<file path="config.mk">
export PLATFORM = sky130hd
export DESIGN_NAME = char_lcd_nibble_write_sequencer
export DESIGN_NICKNAME = d
export VERILOG_FILES = /design/src/lcdseq_pkg.sv /design/src/char_lcd_nibble_write_sequencer.sv /design/src/lcdseq_dp.sv /design/src/lcdseq_ctrl.sv
export SDC_FILE = /design/constraint.sdc
export NUM_CORES = 1
export LEC_CHECK = 0
export BUFFER_PORTS_ARGS = -buffer_cell sky130_fd_sc_hd__clkbuf_2
export CAP_MARGIN = 25
export CORE_MARGIN = 4
export CORE_UTILIZATION = 55
export CTS_BUF_LIST = sky130_fd_sc_hd__clkbuf_8
export DETAILED_ROUTE_END_ITERATION = 12
export GPL_ROUTABILITY_DRIVEN = 0
export PLACE_DENSITY_LB_ADDON = 0.1
export SYNTH_ARGS = -nofsm -noshare
export SYNTH_HDL_FRONTEND = slang
export SYNTH_SLANG_ARGS = --single-unit
export TNS_END_PERCENT = 1
</file>
<file path="constraint.sdc">
create_clock -name clock -period 2.6 [get_ports clock]
set_input_delay 0.26 -clock clock [delete_from_list [all_inputs] [get_ports clock]]
set_output_delay 0.26 -clock clock [all_outputs]
set_load 0.05 [all_outputs]
</file>
<file path="src/lcdseq_pkg.sv">
`timescale 1ns / 1ps
// Shared types, codes and constants of the character LCD nibble write sequencer.
// No dependencies.

package lcdseq_pkg;

   localparam int NUM_W      = 16;
   localparam int NUM_DIGITS = 5;
   localparam int BCD_W      = NUM_DIGITS * 4;
   localparam int DIG_IDX_W  = 3;
   localparam int CNT_W      = 4;
   localparam int INIT_LEN   = 5;

   localparam logic [1:0] MODE_CMD  = 2'd0;
   localparam logic [1:0] MODE_CHAR = 2'd1;
   localparam logic [1:0] MODE_NUM  = 2'd2;
   localparam logic [1:0] MODE_INIT = 2'd3;

   localparam logic [14:0] LEAD_INIT_US     = 15'd20000;
   localparam logic [10:0] HOLD_CMD_HIGH_US = 11'd200;
   localparam logic [10:0] HOLD_LOW_US      = 11'd2000;
   localparam logic [3:0]  ASCII_ZERO_HIGH  = 4'h3;

   typedef enum logic [1:0] {
      SRC_REQ,
      SRC_DIGIT,
      SRC_INIT
   } byte_src_type;

   typedef struct packed {
      logic                  load;
      logic                  dabble;
      logic                  emit;
      byte_src_type          src;
      logic [DIG_IDX_W-1:0]  idx;
      logic                  reg_select;
      logic                  low_nibble;
      logic                  first_lead;
      logic                  last;
   } dp_cmd_type;

   typedef struct packed {
      logic                  out_free;
      logic [DIG_IDX_W-1:0]  lead_digit;
   } dp_stat_type;

   function automatic logic [7:0] init_cmd(input logic [DIG_IDX_W-1:0] idx);
      logic [7:0] b;
      unique case (idx)
         3'd0:    b = 8'h02;
         3'd1:    b = 8'h28;
         3'd2:    b = 8'h0C;
         3'd3:    b = 8'h06;
         3'd4:    b = 8'h01;
         default: b = 8'h00;
      endcase
      return b;
   endfunction

endpackage

</file>
<file path="src/char_lcd_nibble_write_sequencer.sv">
`timescale 1ns / 1ps
// Top level of the character LCD 4-bit write sequencer.
// Depends on lcdseq_pkg, lcdseq_ctrl and lcdseq_dp.
//
//   channel  dir  tdata fields (low bit up)                    tuser          tlast
//   req_     in   value[15:0]                                  mode[1:0]      -
//   rsp_     out  nibble[3:0], lead_us[18:4], hold_us[29:19]   reg_select[0]  last
//
// Command and character requests: accept, then 2 transfers, one a cycle while rsp_ is not stalled.
// Decimal requests: accept, serial BCD conversion, digit scan, then 2 to 10
// transfers. Init requests: accept, then 10 transfers.
// A stalled rsp_ pauses the transfer sequence; req_tready is high only between
// requests. Synchronous active-high reset clears control state only.

module char_lcd_nibble_write_sequencer (
   input  logic        clock,
   input  logic        reset,
   input  logic        req_tvalid,
   output logic        req_tready,
   input  logic [15:0] req_tdata,   // value[15:0]
   input  logic [1:0]  req_tuser,   // mode[1:0]
   output logic        rsp_tvalid,
   input  logic        rsp_tready,
   output logic [31:0] rsp_tdata,   // nibble[3:0], lead_us[18:4], hold_us[29:19]
   output logic        rsp_tuser,   // reg_select[0]
   output logic        rsp_tlast
);

   lcdseq_pkg::dp_cmd_type  cmd;
   lcdseq_pkg::dp_stat_type stat;

   lcdseq_ctrl u_ctrl (
      .clock      (clock),
      .reset      (reset),
      .req_tvalid (req_tvalid),
      .req_tready (req_tready),
      .req_mode   (req_tuser),
      .cmd        (cmd),
      .stat       (stat)
   );

   lcdseq_dp u_dp (
      .clock      (clock),
      .reset      (reset),
      .req_value  (req_tdata),
      .cmd        (cmd),
      .stat       (stat),
      .rsp_tvalid (rsp_tvalid),
      .rsp_tready (rsp_tready),
      .rsp_tdata  (rsp_tdata),
      .rsp_tuser  (rsp_tuser),
      .rsp_tlast  (rsp_tlast)
   );

endmodule

</file>
<file path="src/lcdseq_dp.sv">
`timescale 1ns / 1ps
// Datapath: number register, serial binary to BCD converter, byte select and
// the registered result stage. Depends on lcdseq_pkg.

module lcdseq_dp (
   input  logic                      clock,
   input  logic                      reset,
   input  logic [15:0]               req_value,
   input  lcdseq_pkg::dp_cmd_type    cmd,
   output lcdseq_pkg::dp_stat_type   stat,
   output logic                      rsp_tvalid,
   input  logic                      rsp_tready,
   output logic [31:0]               rsp_tdata,
   output logic                      rsp_tuser,
   output logic                      rsp_tlast
);

   logic [lcdseq_pkg::NUM_W-1:0] bin_ff, bin_in;
   logic [lcdseq_pkg::BCD_W-1:0] bcd_ff, bcd_in, bcd_adj;
   logic                         valid_ff, valid_in;
   logic [3:0]                   nibble_ff, nibble_in;
   logic                         rs_ff, rs_in;
   logic [14:0]                  lead_ff, lead_in;
   logic [10:0]                  hold_ff, hold_in;
   logic                         last_ff, last_in;
   logic [7:0]                   byte_sel;
   logic [3:0]                   digit;
   logic [lcdseq_pkg::DIG_IDX_W-1:0] lead_digit;

   always_comb begin
      for (int i = 0; i < lcdseq_pkg::NUM_DIGITS; i++) begin
         if (bcd_ff[i*4 +: 4] >= 4'd5) begin
            bcd_adj[i*4 +: 4] = bcd_ff[i*4 +: 4] + 4'd3;
         end else begin
            bcd_adj[i*4 +: 4] = bcd_ff[i*4 +: 4];
         end
      end
   end

   always_comb begin
      lead_digit = '0;
      for (int i = 0; i < lcdseq_pkg::NUM_DIGITS; i++) begin
         if (bcd_ff[i*4 +: 4] != 4'd0) begin
            lead_digit = lcdseq_pkg::DIG_IDX_W'(i);
         end
      end
   end

   always_comb begin
      unique case (cmd.idx)
         3'd0:    digit = bcd_ff[3:0];
         3'd1:    digit = bcd_ff[7:4];
         3'd2:    digit = bcd_ff[11:8];
         3'd3:    digit = bcd_ff[15:12];
         3'd4:    digit = bcd_ff[19:16];
         default: digit = 4'd0;
      endcase
   end

   always_comb begin
      unique case (cmd.src)
         lcdseq_pkg::SRC_REQ:   byte_sel = bin_ff[7:0];
         lcdseq_pkg::SRC_DIGIT: byte_sel = {lcdseq_pkg::ASCII_ZERO_HIGH, digit};
         lcdseq_pkg::SRC_INIT:  byte_sel = lcdseq_pkg::init_cmd(cmd.idx);
         default:               byte_sel = 8'h00;
      endcase
   end

   always_comb begin
      bin_in = bin_ff;
      bcd_in = bcd_ff;
      if (cmd.load) begin
         bin_in = req_value[lcdseq_pkg::NUM_W-1:0];
         bcd_in = '0;
      end else if (cmd.dabble) begin
         {bcd_in, bin_in} = {bcd_adj[lcdseq_pkg::BCD_W-2:0], bin_ff, 1'b0};
      end
   end

   assign stat.out_free   = !valid_ff || rsp_tready;
   assign stat.lead_digit = lead_digit;

   always_comb begin
      valid_in  = valid_ff && !rsp_tready;
      nibble_in = nibble_ff;
      rs_in     = rs_ff;
      lead_in   = lead_ff;
      hold_in   = hold_ff;
      last_in   = last_ff;
      if (cmd.emit) begin
         valid_in  = 1'b1;
         nibble_in = cmd.low_nibble ? byte_sel[3:0] : byte_sel[7:4];
         rs_in     = cmd.reg_select;
         lead_in   = cmd.first_lead ? lcdseq_pkg::LEAD_INIT_US : 15'd0;
         if (cmd.low_nibble) begin
            hold_in = lcdseq_pkg::HOLD_LOW_US;
         end else if (cmd.reg_select) begin
            hold_in = 11'd0;
         end else begin
            hold_in = lcdseq_pkg::HOLD_CMD_HIGH_US;
         end
         last_in   = cmd.last;
      end
   end

   always_ff @(posedge clock) begin
      if (reset) begin
         valid_ff <= 1'b0;
      end else begin
         valid_ff <= valid_in;
      end
      bin_ff    <= bin_in;
      bcd_ff    <= bcd_in;
      nibble_ff <= nibble_in;
      rs_ff     <= rs_in;
      lead_ff   <= lead_in;
      hold_ff   <= hold_in;
      last_ff   <= last_in;
   end

   assign rsp_tvalid = valid_ff;
   assign rsp_tdata  = {2'b00, hold_ff, lead_ff, nibble_ff};
   assign rsp_tuser  = rs_ff;
   assign rsp_tlast  = last_ff;

   a_load_clears_bcd: assert property (@(posedge clock) disable iff (reset)
      cmd.load |=> bcd_ff == '0)
      else $error("bcd not cleared on load");
   a_emit_sets_valid: assert property (@(posedge clock) disable iff (reset)
      cmd.emit |=> valid_ff)
      else $error("emitted transfer not shown");
   a_stall_holds: assert property (@(posedge clock) disable iff (reset)
      (valid_ff && !rsp_tready) |-> !cmd.emit)
      else $error("transfer overwritten while stalled");

endmodule

</file>
<file path="src/lcdseq_ctrl.sv">
`timescale 1ns / 1ps
// Controller: request sequencing, conversion step count and transfer order.
// Depends on lcdseq_pkg.

module lcdseq_ctrl (
   input  logic                      clock,
   input  logic                      reset,
   input  logic                      req_tvalid,
   output logic                      req_tready,
   input  logic [1:0]                req_mode,
   output lcdseq_pkg::dp_cmd_type    cmd,
   input  lcdseq_pkg::dp_stat_type   stat
);

   localparam logic [1:0] S_IDLE = 2'd0;
   localparam logic [1:0] S_CONV = 2'd1;
   localparam logic [1:0] S_SCAN = 2'd2;
   localparam logic [1:0] S_SEND = 2'd3;

   localparam logic [lcdseq_pkg::CNT_W-1:0] CONV_LAST =
      lcdseq_pkg::CNT_W'(lcdseq_pkg::NUM_W - 1);
   localparam logic [lcdseq_pkg::DIG_IDX_W-1:0] INIT_LAST =
      lcdseq_pkg::DIG_IDX_W'(lcdseq_pkg::INIT_LEN - 1);

   logic [1:0]                          state_ff, state_in;
   logic [1:0]                          mode_ff, mode_in;
   logic [lcdseq_pkg::CNT_W-1:0]        cnt_ff, cnt_in;
   logic [lcdseq_pkg::DIG_IDX_W-1:0]    idx_ff, idx_in;
   logic                                phase_ff, phase_in;
   logic                                byte_last;

   assign req_tready = (state_ff == S_IDLE);

   always_comb begin
      unique case (mode_ff)
         lcdseq_pkg::MODE_NUM:  byte_last = (idx_ff == '0);
         lcdseq_pkg::MODE_INIT: byte_last = (idx_ff == INIT_LAST);
         default:               byte_last = 1'b1;
      endcase
   end

   always_comb begin
      cmd            = '0;
      cmd.idx        = idx_ff;
      cmd.low_nibble = phase_ff;
      cmd.last       = phase_ff && byte_last;
      cmd.first_lead = (mode_ff == lcdseq_pkg::MODE_INIT) && (idx_ff == '0) && !phase_ff;
      unique case (mode_ff)
         lcdseq_pkg::MODE_CMD: begin
            cmd.src        = lcdseq_pkg::SRC_REQ;
            cmd.reg_select = 1'b0;
         end
         lcdseq_pkg::MODE_CHAR: begin
            cmd.src        = lcdseq_pkg::SRC_REQ;
            cmd.reg_select = 1'b1;
         end
         lcdseq_pkg::MODE_NUM: begin
            cmd.src        = lcdseq_pkg::SRC_DIGIT;
            cmd.reg_select = 1'b1;
         end
         default: begin
            cmd.src        = lcdseq_pkg::SRC_INIT;
            cmd.reg_select = 1'b0;
         end
      endcase

      state_in = state_ff;
      mode_in  = mode_ff;
      cnt_in   = cnt_ff;
      idx_in   = idx_ff;
      phase_in = phase_ff;

      unique case (state_ff)
         S_IDLE: begin
            if (req_tvalid) begin
               cmd.load = 1'b1;
               mode_in  = req_mode;
               cnt_in   = '0;
               idx_in   = '0;
               phase_in = 1'b0;
               state_in = (req_mode == lcdseq_pkg::MODE_NUM) ? S_CONV : S_SEND;
            end
         end
         S_CONV: begin
            cmd.dabble = 1'b1;
            cnt_in     = cnt_ff + 1'b1;
            if (cnt_ff == CONV_LAST) begin
               state_in = S_SCAN;
            end
         end
         S_SCAN: begin
            idx_in   = stat.lead_digit;
            state_in = S_SEND;
         end
         S_SEND: begin
            if (stat.out_free) begin
               cmd.emit = 1'b1;
               phase_in = !phase_ff;
               if (phase_ff) begin
                  if (byte_last) begin
                     state_in = S_IDLE;
                  end else if (mode_ff == lcdseq_pkg::MODE_NUM) begin
                     idx_in = idx_ff - 1'b1;
                  end else begin
                     idx_in = idx_ff + 1'b1;
                  end
               end
            end
         end
         default: state_in = S_IDLE;
      endcase
   end

   always_ff @(posedge clock) begin
      if (reset) begin
         state_ff <= S_IDLE;
         mode_ff  <= lcdseq_pkg::MODE_CMD;
         cnt_ff   <= '0;
         idx_ff   <= '0;
         phase_ff <= 1'b0;
      end else begin
         state_ff <= state_in;
         mode_ff  <= mode_in;
         cnt_ff   <= cnt_in;
         idx_ff   <= idx_in;
         phase_ff <= phase_in;
      end
   end

   a_emit_needs_room: assert property (@(posedge clock) disable iff (reset)
      cmd.emit |-> stat.out_free)
      else $error("transfer emitted into a full output stage");
   a_accept_leaves_idle: assert property (@(posedge clock) disable iff (reset)
      (state_ff == S_IDLE && req_tvalid) |=> state_ff != S_IDLE)
      else $error("accepted request did not start");
   a_digit_in_range: assert property (@(posedge clock) disable iff (reset)
      (state_ff == S_SEND && mode_ff == lcdseq_pkg::MODE_NUM) |->
         idx_ff < lcdseq_pkg::DIG_IDX_W'(lcdseq_pkg::NUM_DIGITS))
      else $error("digit index out of range");
   a_last_on_low: assert property (@(posedge clock) disable iff (reset)
      (cmd.emit && cmd.last) |-> (phase_ff && $past(state_ff) == S_SEND))
      else $error("last flag on a high nibble");

endmodule

</file>
; Word level (Yosys, flattened, before mapping)
; Index checks and enable logic that the tools add are counted.
[word_totals]
ff_bits = 81
latch_bits = 0
mem_bits_rw = 0
rom_bits = 0
input_bits = 22
output_inout_bits = 36
elab_cells = 117
n_memories = 0
[classes]
n_addsub = 8
mul = 0
div_mod_pow = 0
n_lt_le_gt_ge = 5
eq_ne = 20
n_shift = 0
n_mux = 44
n_bitwise = 0
reduce_logical = 27
[op_table]
columns = cell, count
row1 = $mux W16, 2
row2 = $pmux W6 S5, 1
row3 = $mux W4, 6
row4 = $pmux W8 S3, 1
row5 = $mux W3, 7
row6 = $ge A4 B3 Y1 const B, 5
row7 = $pmux W4 S5, 1
row8 = $add A4 B2 Y4 const B, 4
row9 = $mux W2, 8
row10 = $reduce_bool A4 Y1, 4
row11 = $mux W15, 1
row12 = $eq A2 B2 Y1 const B, 6
row13 = $mux W1, 10
row14 = $reduce_and A5 Y1, 2
row15 = $pmux W3 S3, 1
row16 = $mux W8, 1
row17 = $pmux W2 S4, 1
row18 = $pmux W4 S2, 1
row19 = $eq A2 B1 Y1 const B, 3
row20 = $eq A3 B2 Y1 const B, 2
row21 = $logic_not A2 Y1, 3
row22 = $ne A2 B1 Y1 const B, 3
row23 = $ne A2 B2 Y1 const B, 3
row24 = $reduce_bool A2 Y1, 3
row25 = other kinds (17), 25

; Logic depth before layout (Yosys ltp)
; Gate-level depths: netlist of run 1.
[depth]
word_depth = 6
depth_mapped = 8
depth_no_buf = 7

; By module
; A second synthesis of run 1 with hierarchy kept.
[hier_totals]
hier_cells = 381
area_unflattened_um2 = 3628.5
[by_module_without_submodules]
columns = mod, instances, cells_each, area_each_um2, seq_area_each_um2
row1 = lcdseq_dp, 1, 282, 2755.1, 1201.2
row2 = lcdseq_ctrl, 1, 99, 873.3, 240.2

; Worst setup path after synthesis of run 1
; OpenSTA, ideal clock, no wires.
[synth_path]
kind = reg-to-reg
start = register u_ctrl.state_ff[0]
end = register u_ctrl.idx_ff[0] (netlist name)
setup_time_ns = 0.091
arrival_time_ns = 2.009
required_time_ns = 2.509
path_slack_ns = 0.500
path_stages_with_launch = 9
path_buffers = 1
period_less_slack_ns = 2.100
path_cell_list = dfxtp_1 > inv_1 > ha_1 > buf_6 > nor2b_4 > or4_4 > o32ai_4 > nor2_2 > a311oi_1
[synth_between]
elab_chain_len = 3
elab_cells_between_ends = 10
cone_classes = eq/ne (6) / mux (1) / reduce/logical (3)
[synth_rtl]
columns = element, line
row1 = start: declaration, lcdseq_ctrl.sv:25  ; logic [1:0] state_ff, state_in;
row2 = start signal: assignment, lcdseq_ctrl.sv:122  ; state_ff <= state_in;
row3 = $logic_not A2 Y1 (*), n/a
row4 = via req_tready, char_lcd_nibble_write_sequencer.sv:19  ; output logic req_tready,
row5 = $ne A2 B2 Y1 (no line) or $reduce_bool A3 Y1 (tied branches), n/a
row6 = $reduce_and A5 Y1 (no line), n/a
row7 = end signal: assignment, lcdseq_ctrl.sv:125  ; idx_ff <= idx_in;
row8 = end: declaration, lcdseq_ctrl.sv:28  ; logic [lcdseq_pkg::DIG_IDX_W-1:0] idx_ff, idx_in;
; The timed path passes the listed nets; every way through them passes the cells marked *.
; A chain may end at the register's enable or synchronous reset.

; Worst setup path in the final report of run 1
[layout_path]
start = register u_ctrl.idx_ff[2] (netlist name)
end = register u_dp.nibble_ff[0] (data pin)
[layout_between]
elab_chain_len = 4
elab_cells_between_ends = 9
cone_classes = eq/ne (4) / mux (4) / reduce/logical (1)
[layout_rtl]
columns = element, line
row1 = $eq A3 B3 Y1 (tied with other cells), "lcdseq_pkg.sv:49, lcdseq_dp.sv:50"
row2 = $pmux W6 S5 or $pmux W4 S5 (tied branches), "lcdseq_pkg.sv:49, lcdseq_dp.sv:50"
row3 = $pmux W8 S3 (*), lcdseq_dp.sv:61  ; unique case (cmd.src)
row4 = $mux W4 (*), lcdseq_dp.sv:92  ; nibble_in = cmd.low_nibble ? byte_sel[3:0] : byte_sel[7:4];
row5 = end signal: assignment, lcdseq_dp.sv:114  ; nibble_ff <= nibble_in;
row6 = end: declaration, lcdseq_dp.sv:21  ; logic [3:0] nibble_ff, nibble_in;
; Mark *: on every way between the ends. The rest lies on a longest branch, timed or not.

==> results of run 1 <==
-- routing by layer --
layer / up-vias / routed length (um)
li1: 1409 / -
met2: 82 / 2995
met3: 17 / 401
met5: - / 0
met1: 1258 / 3562
met4: 0 / 174
-- critical path, cell delays in order, from the launching register on --
cell	delay (ns)
dfxtp_1	0.62
inv_1	0.15
ha_1	0.31
o31a_1	0.33
and3_1	0.19
a221o_1	0.32
-- stage by stage --
stage | hold slack [ns] | cells | utilization, % | total power [mW] | worst slack, ns
6_report | 0.1750 | 509 | 63.14 | 3.858 | 0.4387
4_1_cts | 0.1639 | 509 | 63.14 | 3.867 | 0.4703
3_5_place_dp | 0.4966 | 493 | 60.12 | 3.082 | 0.4800
3_3_place_gp | 0.4813 | 493 | 60.12 | 3.045 | 0.5523
5_1_grt | 0.1845 | 509 | 63.14 | 4.142 | 0.3102
2_1_floorplan | 0.3321 | 414 | - | 2.769 | 0.4999
-- state kept, by name, summed over array words and instances, names as in the netlist --
name / cells
u_dp.bin_ff: 16
u_dp.bcd_ff: 20
u_ctrl.idx_ff: 3
u_ctrl.mode_ff: 2
u_dp.rsp_tlast: 1
u_dp.rsp_tvalid: 1
u_ctrl.phase_ff: 1
u_dp.nibble_ff: 4
u_dp.hold_ff: 3
u_ctrl.cnt_ff: 4
u_ctrl.state_ff: 2
u_dp.lead_ff: 1
u_dp.rsp_tuser: 1
-- cells in the final DEF, fill, tap and decap left out, types with 2 or more instances in the layout --
cell type / instances
and3_1: 3
clkbuf_8: 9
nor2_1: 28
nor2b_1: 2
dfxtp_1: 33
xor2_1: 2
inv_1: 23
a22oi_1: 5
nand3_1: 13
a32oi_1: 5
buf_4: 5
nand2b_1: 15
clkinv_2: 3
ha_1: 24
a21oi_1: 23
o211ai_1: 4
conb_1: 16
xnor2_1: 9
nand2_1: 68
a222oi_1: 4
a211oi_1: 4
a21o_1: 6
nor3_1: 4
o21ai_0: 22
mux2i_1: 13
clkbuf_2: 41
edfxtp_1: 26
-- cells by family (layout without fill, tap and decap cells) --
group	Yosys count	after routing	share of synthesized area [%]
AO/OA/AOI/OAI	84	84	15.91
XOR/XNOR	11	11	2.723
adder cells (fa/ha/maj)	24	24	8.487
buffers and inverters	64	84	9.865
flip-flops	59	59	40.74
multiplexers	13	13	3.677
other	1	16	0.1060
AND/OR/NAND/NOR	143	143	18.49
-- power by group through the flow --
stage / combinational, mW / clock [mW] / sequential (mW)
finish: 1.60 / 0.784 / 1.48
global route: 1.79 / 0.850 / 1.50
CTS: 1.59 / 0.798 / 1.47
detailed placement: 1.59 / 0 / 1.50
global placement: 1.56 / 0 / 1.48
floorplan: 1.28 / 0 / 1.49
-- final timing paths --
kind	slack, ns	end	from
max	0.44	u_dp.nibble_ff[0]	u_ctrl.idx_ff[2]
min	0.18	u_dp.bin_ff[11]	req_tdata[11]
max reg2reg	0.44	u_dp.nibble_ff[0]	u_ctrl.idx_ff[2]
min reg2reg	0.50	u_dp.bcd_ff[19]	u_dp.bcd_ff[19]
-- final cells by class --
type,instances,area [sq um]
Clock buffer,9,123.9
Clock inverter,7,60.06
Fill cell,536,2247
Inverter,22,82.58
Multi-Input combinational cell,291,1804
Sequential cell,59,1441
Tap cell,75,93.84
Timing Repair Buffer,46,242.7
==> metrics.cfg, run 1 <==
[sta]
fin_crit_ns = 2.161
period_share_pct = 83.13
relSlewSlack_pct = 63.64
tightest_slew_ns = 0.5455
rsz0062_at_grt = no
skew_ns = 0.007370
hold_viol = 0
slew_violations = 0
fmax_mhz = 462.7
fin_tns_setup_ns = 0
setup_violations = 0

[clock_tree]
root_buffer = clkbuf_8
cts_hold_buf = 0
cts_sinks = 59
clk_path_buf_depth = 2
cts.repair.resized = 0
numCtsBuffers = 9
cts.clk_slew.worst_paths_ns = 0.07
htree_levels = 3
cts_setup_buffers = 0
clk_latency_ns = 0.34
cts_tree = done

[flow_run]
max-cap-violations = 0

[pwr]
p_clk_share_pct = 20.3
switching_share_pct = 41.06
p_int_mw = 2.274
seqPwrFrac_pct = 38.3
p_sw_mw = 1.584
peakVddDrop_v = 0.0009068
powerDensity_nw_per_um2 = 1002
combPwrFrac_pct = 41.4
p_leak_nw = 1.656

[drt]
vias = 2766
dr.pass1.iters = 5
drt.antenna.violating_nets = 0
wirelength_um = 7133
drt_iter0_drc = 198
drt-vias-per-instance = 5.434
wl_per_cell_um = 14.01
drc_errors = 0

[outcome]
status = complete, no violations

[floorplan]
initial_core_util_pct = 58.05
floorplan.die.height_um = 88.21
std_cell_rows = 28
core_area_sq_um = 6096
die_area_sq_um = 7781
ioPinCount = 58
die_w_um = 88.21

[global_route]
globalRouteMet3Util_pct = 3.445
grt_use_met1_pct = 29.19
grt_antenna_before_repair = 0
gr-total-overflow = 0
grtUsageMet2_pct = 27.60
grt_max_degree = 42
grtUsageTotal_pct = 19.74
busiest_layer = met1
grt_pass1_vias = 2436
grt_pass1_wl_um = 11810

[synthesis]
syn_area_sq_um = 3538
synth_area_leaders = edfxtp_1 (22%), dfxtp_1 (19%), ha_1 (8.5%)
ys.warnings.count = 0
ys_ff_latch = 59
synth.most_common_cell = nand2_1
yosys-top-cells-count = nand2_1 (68), dfxtp_1 (33), nor2_1 (28)
syn-instance-count = 399
synth.avg_cell_area_sq_um = 8.868
synth_area_leader_cell = edfxtp_1
seq_area_frac_synth_pct = 40.74
synth_top_area_share_pct = 22.07
synth-main-ff-cell = dfxtp_1
async_flop_share_pct = 0
synth_edf_count = 26
synth_cell_types = 50

[min_path]
worstHoldPathCells = 3
hp-class = input port to flop

[cells_and_area]
diodes = 0
area_growth_pct = 8.769
drive_above_1_share_pct = 15.67
post-route-cell-area_sq_um = 3849
layout.nets = 475

[place]
dpl_cell_area_sq_um = 3665
place.port_buffers = 41
dp_hpwl_um = 5220

[critical_path]
end_kind = flop
crit_type = flop to flop
crit_path_start_kind = flop
worstPathRequired_ns = 2.69
worst-r2r-cell-count = 5
arrival_ns = 2.25
crit_fanout = 15

Power figures use the tool's default switching activity.
==> inputs of run 2 (changes only) <==
Clock period 2.6 ns to 2.15 ns, I/O delays scaled along.
==> run 2 against run 1 <==
Net effect:
- hold slack got worse by 0.042 ns
- design area rose by 1.7%
- first-iteration DRC count fell by 21%
- die area did not move
==> metrics.cfg, run 2 (same netlist as run 1, synthesis figures left out) <==
[drt]
wl_per_cell_um = 13.88  ; -0.92%
drc_errors = 0  ; unchanged
wirelength_um = 7123  ; -0.14%
drt-vias-per-instance = 5.402  ; -0.60%
vias = 2771  ; +0.18%
drt.antenna.violating_nets = 0  ; unchanged
drt_iter0_drc = 157  ; -21%
dr.pass1.iters = 6  ; +1

[floorplan]
floorplan.die.height_um = 88.21  ; unchanged
std_cell_rows = 28  ; unchanged
initial_core_util_pct = 58.05  ; unchanged
core_area_sq_um = 6096  ; unchanged
die_area_sq_um = 7781  ; unchanged
die_w_um = 88.21  ; unchanged
ioPinCount = 58  ; unchanged

[min_path]
hp-class = input port to flop
hold_end = u_dp.bin_ff[12]
min_from = req_tdata[12]
worstHoldPathCells = 3  ; unchanged

[critical_path]
path_cells = inv_1 > ha_1 > o21ba_2 > o31a_1 > and3_1 > a221o_1
crit_type = flop to flop
end_kind = flop
timing.critical_path.buf_inv = 1  ; unchanged
cpPeakStageDelay_ns = 0.40  ; -0.22 ns
ff2ff_setup_slack_ns = 0.11  ; -0.33 ns
crit_fanout = 6  ; -9
r2r_end = u_dp.nibble_ff[0]
slowest_stage = dfxtp_1
r2r-start = u_ctrl.idx_ff[0]
cpLargestDelayFamily = compound AO/OA/AOI/OAI gates
worst-r2r-cell-count = 6  ; +1
worstPathRequired_ns = 2.23  ; -0.46 ns
crit_path_start_kind = flop
arrival_ns = 2.12  ; -0.13 ns

[global_route]
grt_antenna_before_repair = 0  ; unchanged
grt_pass1_wl_um = 11810  ; unchanged
grt_pass1_vias = 2573  ; +5.6%
grtUsageTotal_pct = 19.49  ; -0.24 points
gr-total-overflow = 0  ; unchanged
grt_max_degree = 42  ; unchanged

[cells_and_area]
seq_area_sq_um = 1441  ; unchanged
area_growth_pct = 10.57
layout_commonest_cell = nand2_1
largest_reg_flops = 20  ; unchanged
multi_input_area_sq_um = 1804  ; unchanged
drive_above_1_share_pct = 16.44  ; +0.77 points
reg_top3 = u_dp.bcd_ff x20, u_dp.bin_ff x16
diodes = 0  ; unchanged
layout_common_cells = nand2_1 (68), clkbuf_2 (41), dfxtp_1 (33)
regMostFlops = u_dp.bcd_ff
post-route-cell-area_sq_um = 3913  ; +1.7%
layout.nets = 479  ; +0.84%
nFillCells = 520  ; -3.0%

[outcome]
status = complete, no violations

[pwr]
p_clk_share_pct = 22.8  ; +2.5 points
p_leak_nw = 1.690  ; +2.1%
seqPwrFrac_pct = 36.2  ; -2.1 points
combPwrFrac_pct = 41.0  ; -0.4 points
p_int_mw = 2.928  ; +29%
switching_share_pct = 39.28  ; -1.8 points
powerDensity_nw_per_um2 = 1232  ; +23%
p_sw_mw = 1.894  ; +20%
peakVddDrop_v = 0.001012  ; +12%

[sta]
rsz0062_at_grt = no
fin_crit_ns = 2.043  ; -0.1180 ns
skew_ns = 0.009389  ; +0.002020 ns
fin_tns_setup_ns = 0  ; unchanged
slew_violations = 0  ; unchanged
fmax_mhz = 489.4  ; +5.8%
hold_viol = 0  ; unchanged
setup_violations = 0  ; unchanged
period_share_pct = 95.04  ; +12 points

[place]
place.port_buffers = 41  ; unchanged
dp_hpwl_um = 5262  ; +0.79%
dpl_cell_area_sq_um = 3695  ; +0.82%

[clock_tree]
cts.repair.resized = 0  ; unchanged
root_buffer = clkbuf_8
cts_hold_buf = 0  ; unchanged
cts_sinks = 59  ; unchanged
cts_tree = done
cts.clk_slew.worst_paths_ns = 0.07  ; about the same
numCtsBuffers = 9  ; unchanged
clk_path_buf_depth = 2  ; unchanged
cts_setup_buffers = 0  ; unchanged
htree_levels = 3  ; unchanged
clk_latency_ns = 0.34  ; about the same

[flow_run]
max-cap-violations = 0  ; unchanged

==> run 2: layout make-up <==
cell class                 instances  share of cell area, %
clock buffer                      10                  3.518
clock inverter                     6                  2.047
inverter                          22                  2.111
multi-input combinational        291                  46.11
sequential                        59                  36.84
tap                               75                  2.398
timing repair buffer              50                  6.972
==> run 2: stage by stage <==
| step | worst slack (ns) | util [%] | std cells | hold WS (ns) | total power [mW] |
|---|---|---|---|---|---|
| after floorplan | 0.04987 | - | 414 | 0.2871 | 3.348 |
| after global placement | 0.1873 | 60.61 | 497 | 0.4749 | 3.721 |
| after detailed placement | 0.1476 | 60.61 | 497 | 0.4761 | 3.746 |
| after CTS | 0.1274 | 64.18 | 513 | 0.1139 | 4.861 |
| after global routing | 0.01347 | 64.18 | 513 | 0.1295 | 5.175 |
| final | 0.1067 | 64.18 | 513 | 0.1332 | 4.822 |
==> run 2: worst register-to-register path, cell delays in order, from the launching register on <==
cell and delay [ns]:
dfxtp_1 0.40, inv_1 0.12, ha_1 0.28, o21ba_2 0.23
o31a_1 0.25, and3_1 0.19, a221o_1 0.32
==> run 2: power by group through the flow <==
| stage | combinational, mW | clock (mW) | sequential, mW |
|---|---|---|---|
| after CTS | 1.99 | 1.12 | 1.75 |
| after global routing | 2.22 | 1.17 | 1.78 |
| after global placement | 1.96 | 0 | 1.77 |
| after floorplan | 1.55 | 0 | 1.80 |
| after detailed placement | 1.97 | 0 | 1.77 |
| final | 1.98 | 1.10 | 1.75 |
==> run 2: how the worst max path moves through the flow <==
| stage | end | slack [ns] | from | cells after the start |
|---|---|---|---|---|
| 4_1_cts | u_dp.nibble_ff[0] | 0.13 | u_ctrl.idx_ff[0] | 6 |
| 5_1_grt | u_dp.nibble_ff[0] | 0.01 | u_ctrl.idx_ff[0] | 6 |
| 3_3_place_gp | u_dp.nibble_ff[0] | 0.19 | u_ctrl.idx_ff[0] | 6 |
| 3_5_place_dp | u_dp.nibble_ff[0] | 0.15 | u_ctrl.idx_ff[0] | 6 |
| 2_1_floorplan | u_ctrl.idx_ff[0] | 0.05 | u_ctrl.state_ff[0] | 8 |
| 6_report | u_dp.nibble_ff[0] | 0.11 | u_ctrl.idx_ff[0] | 6 |
==> run 2: layer usage <==
layer | GRT usage, % | vias to the layer above | routed length (um)
li1 | - | 1408 | -
met1 | 26.78 | 1268 | 3372
met2 | 29.91 | 81 | 3140
met3 | 4.004 | 14 | 459
met4 | 8.379 | 0 | 150
met5 | 0 | - | 0
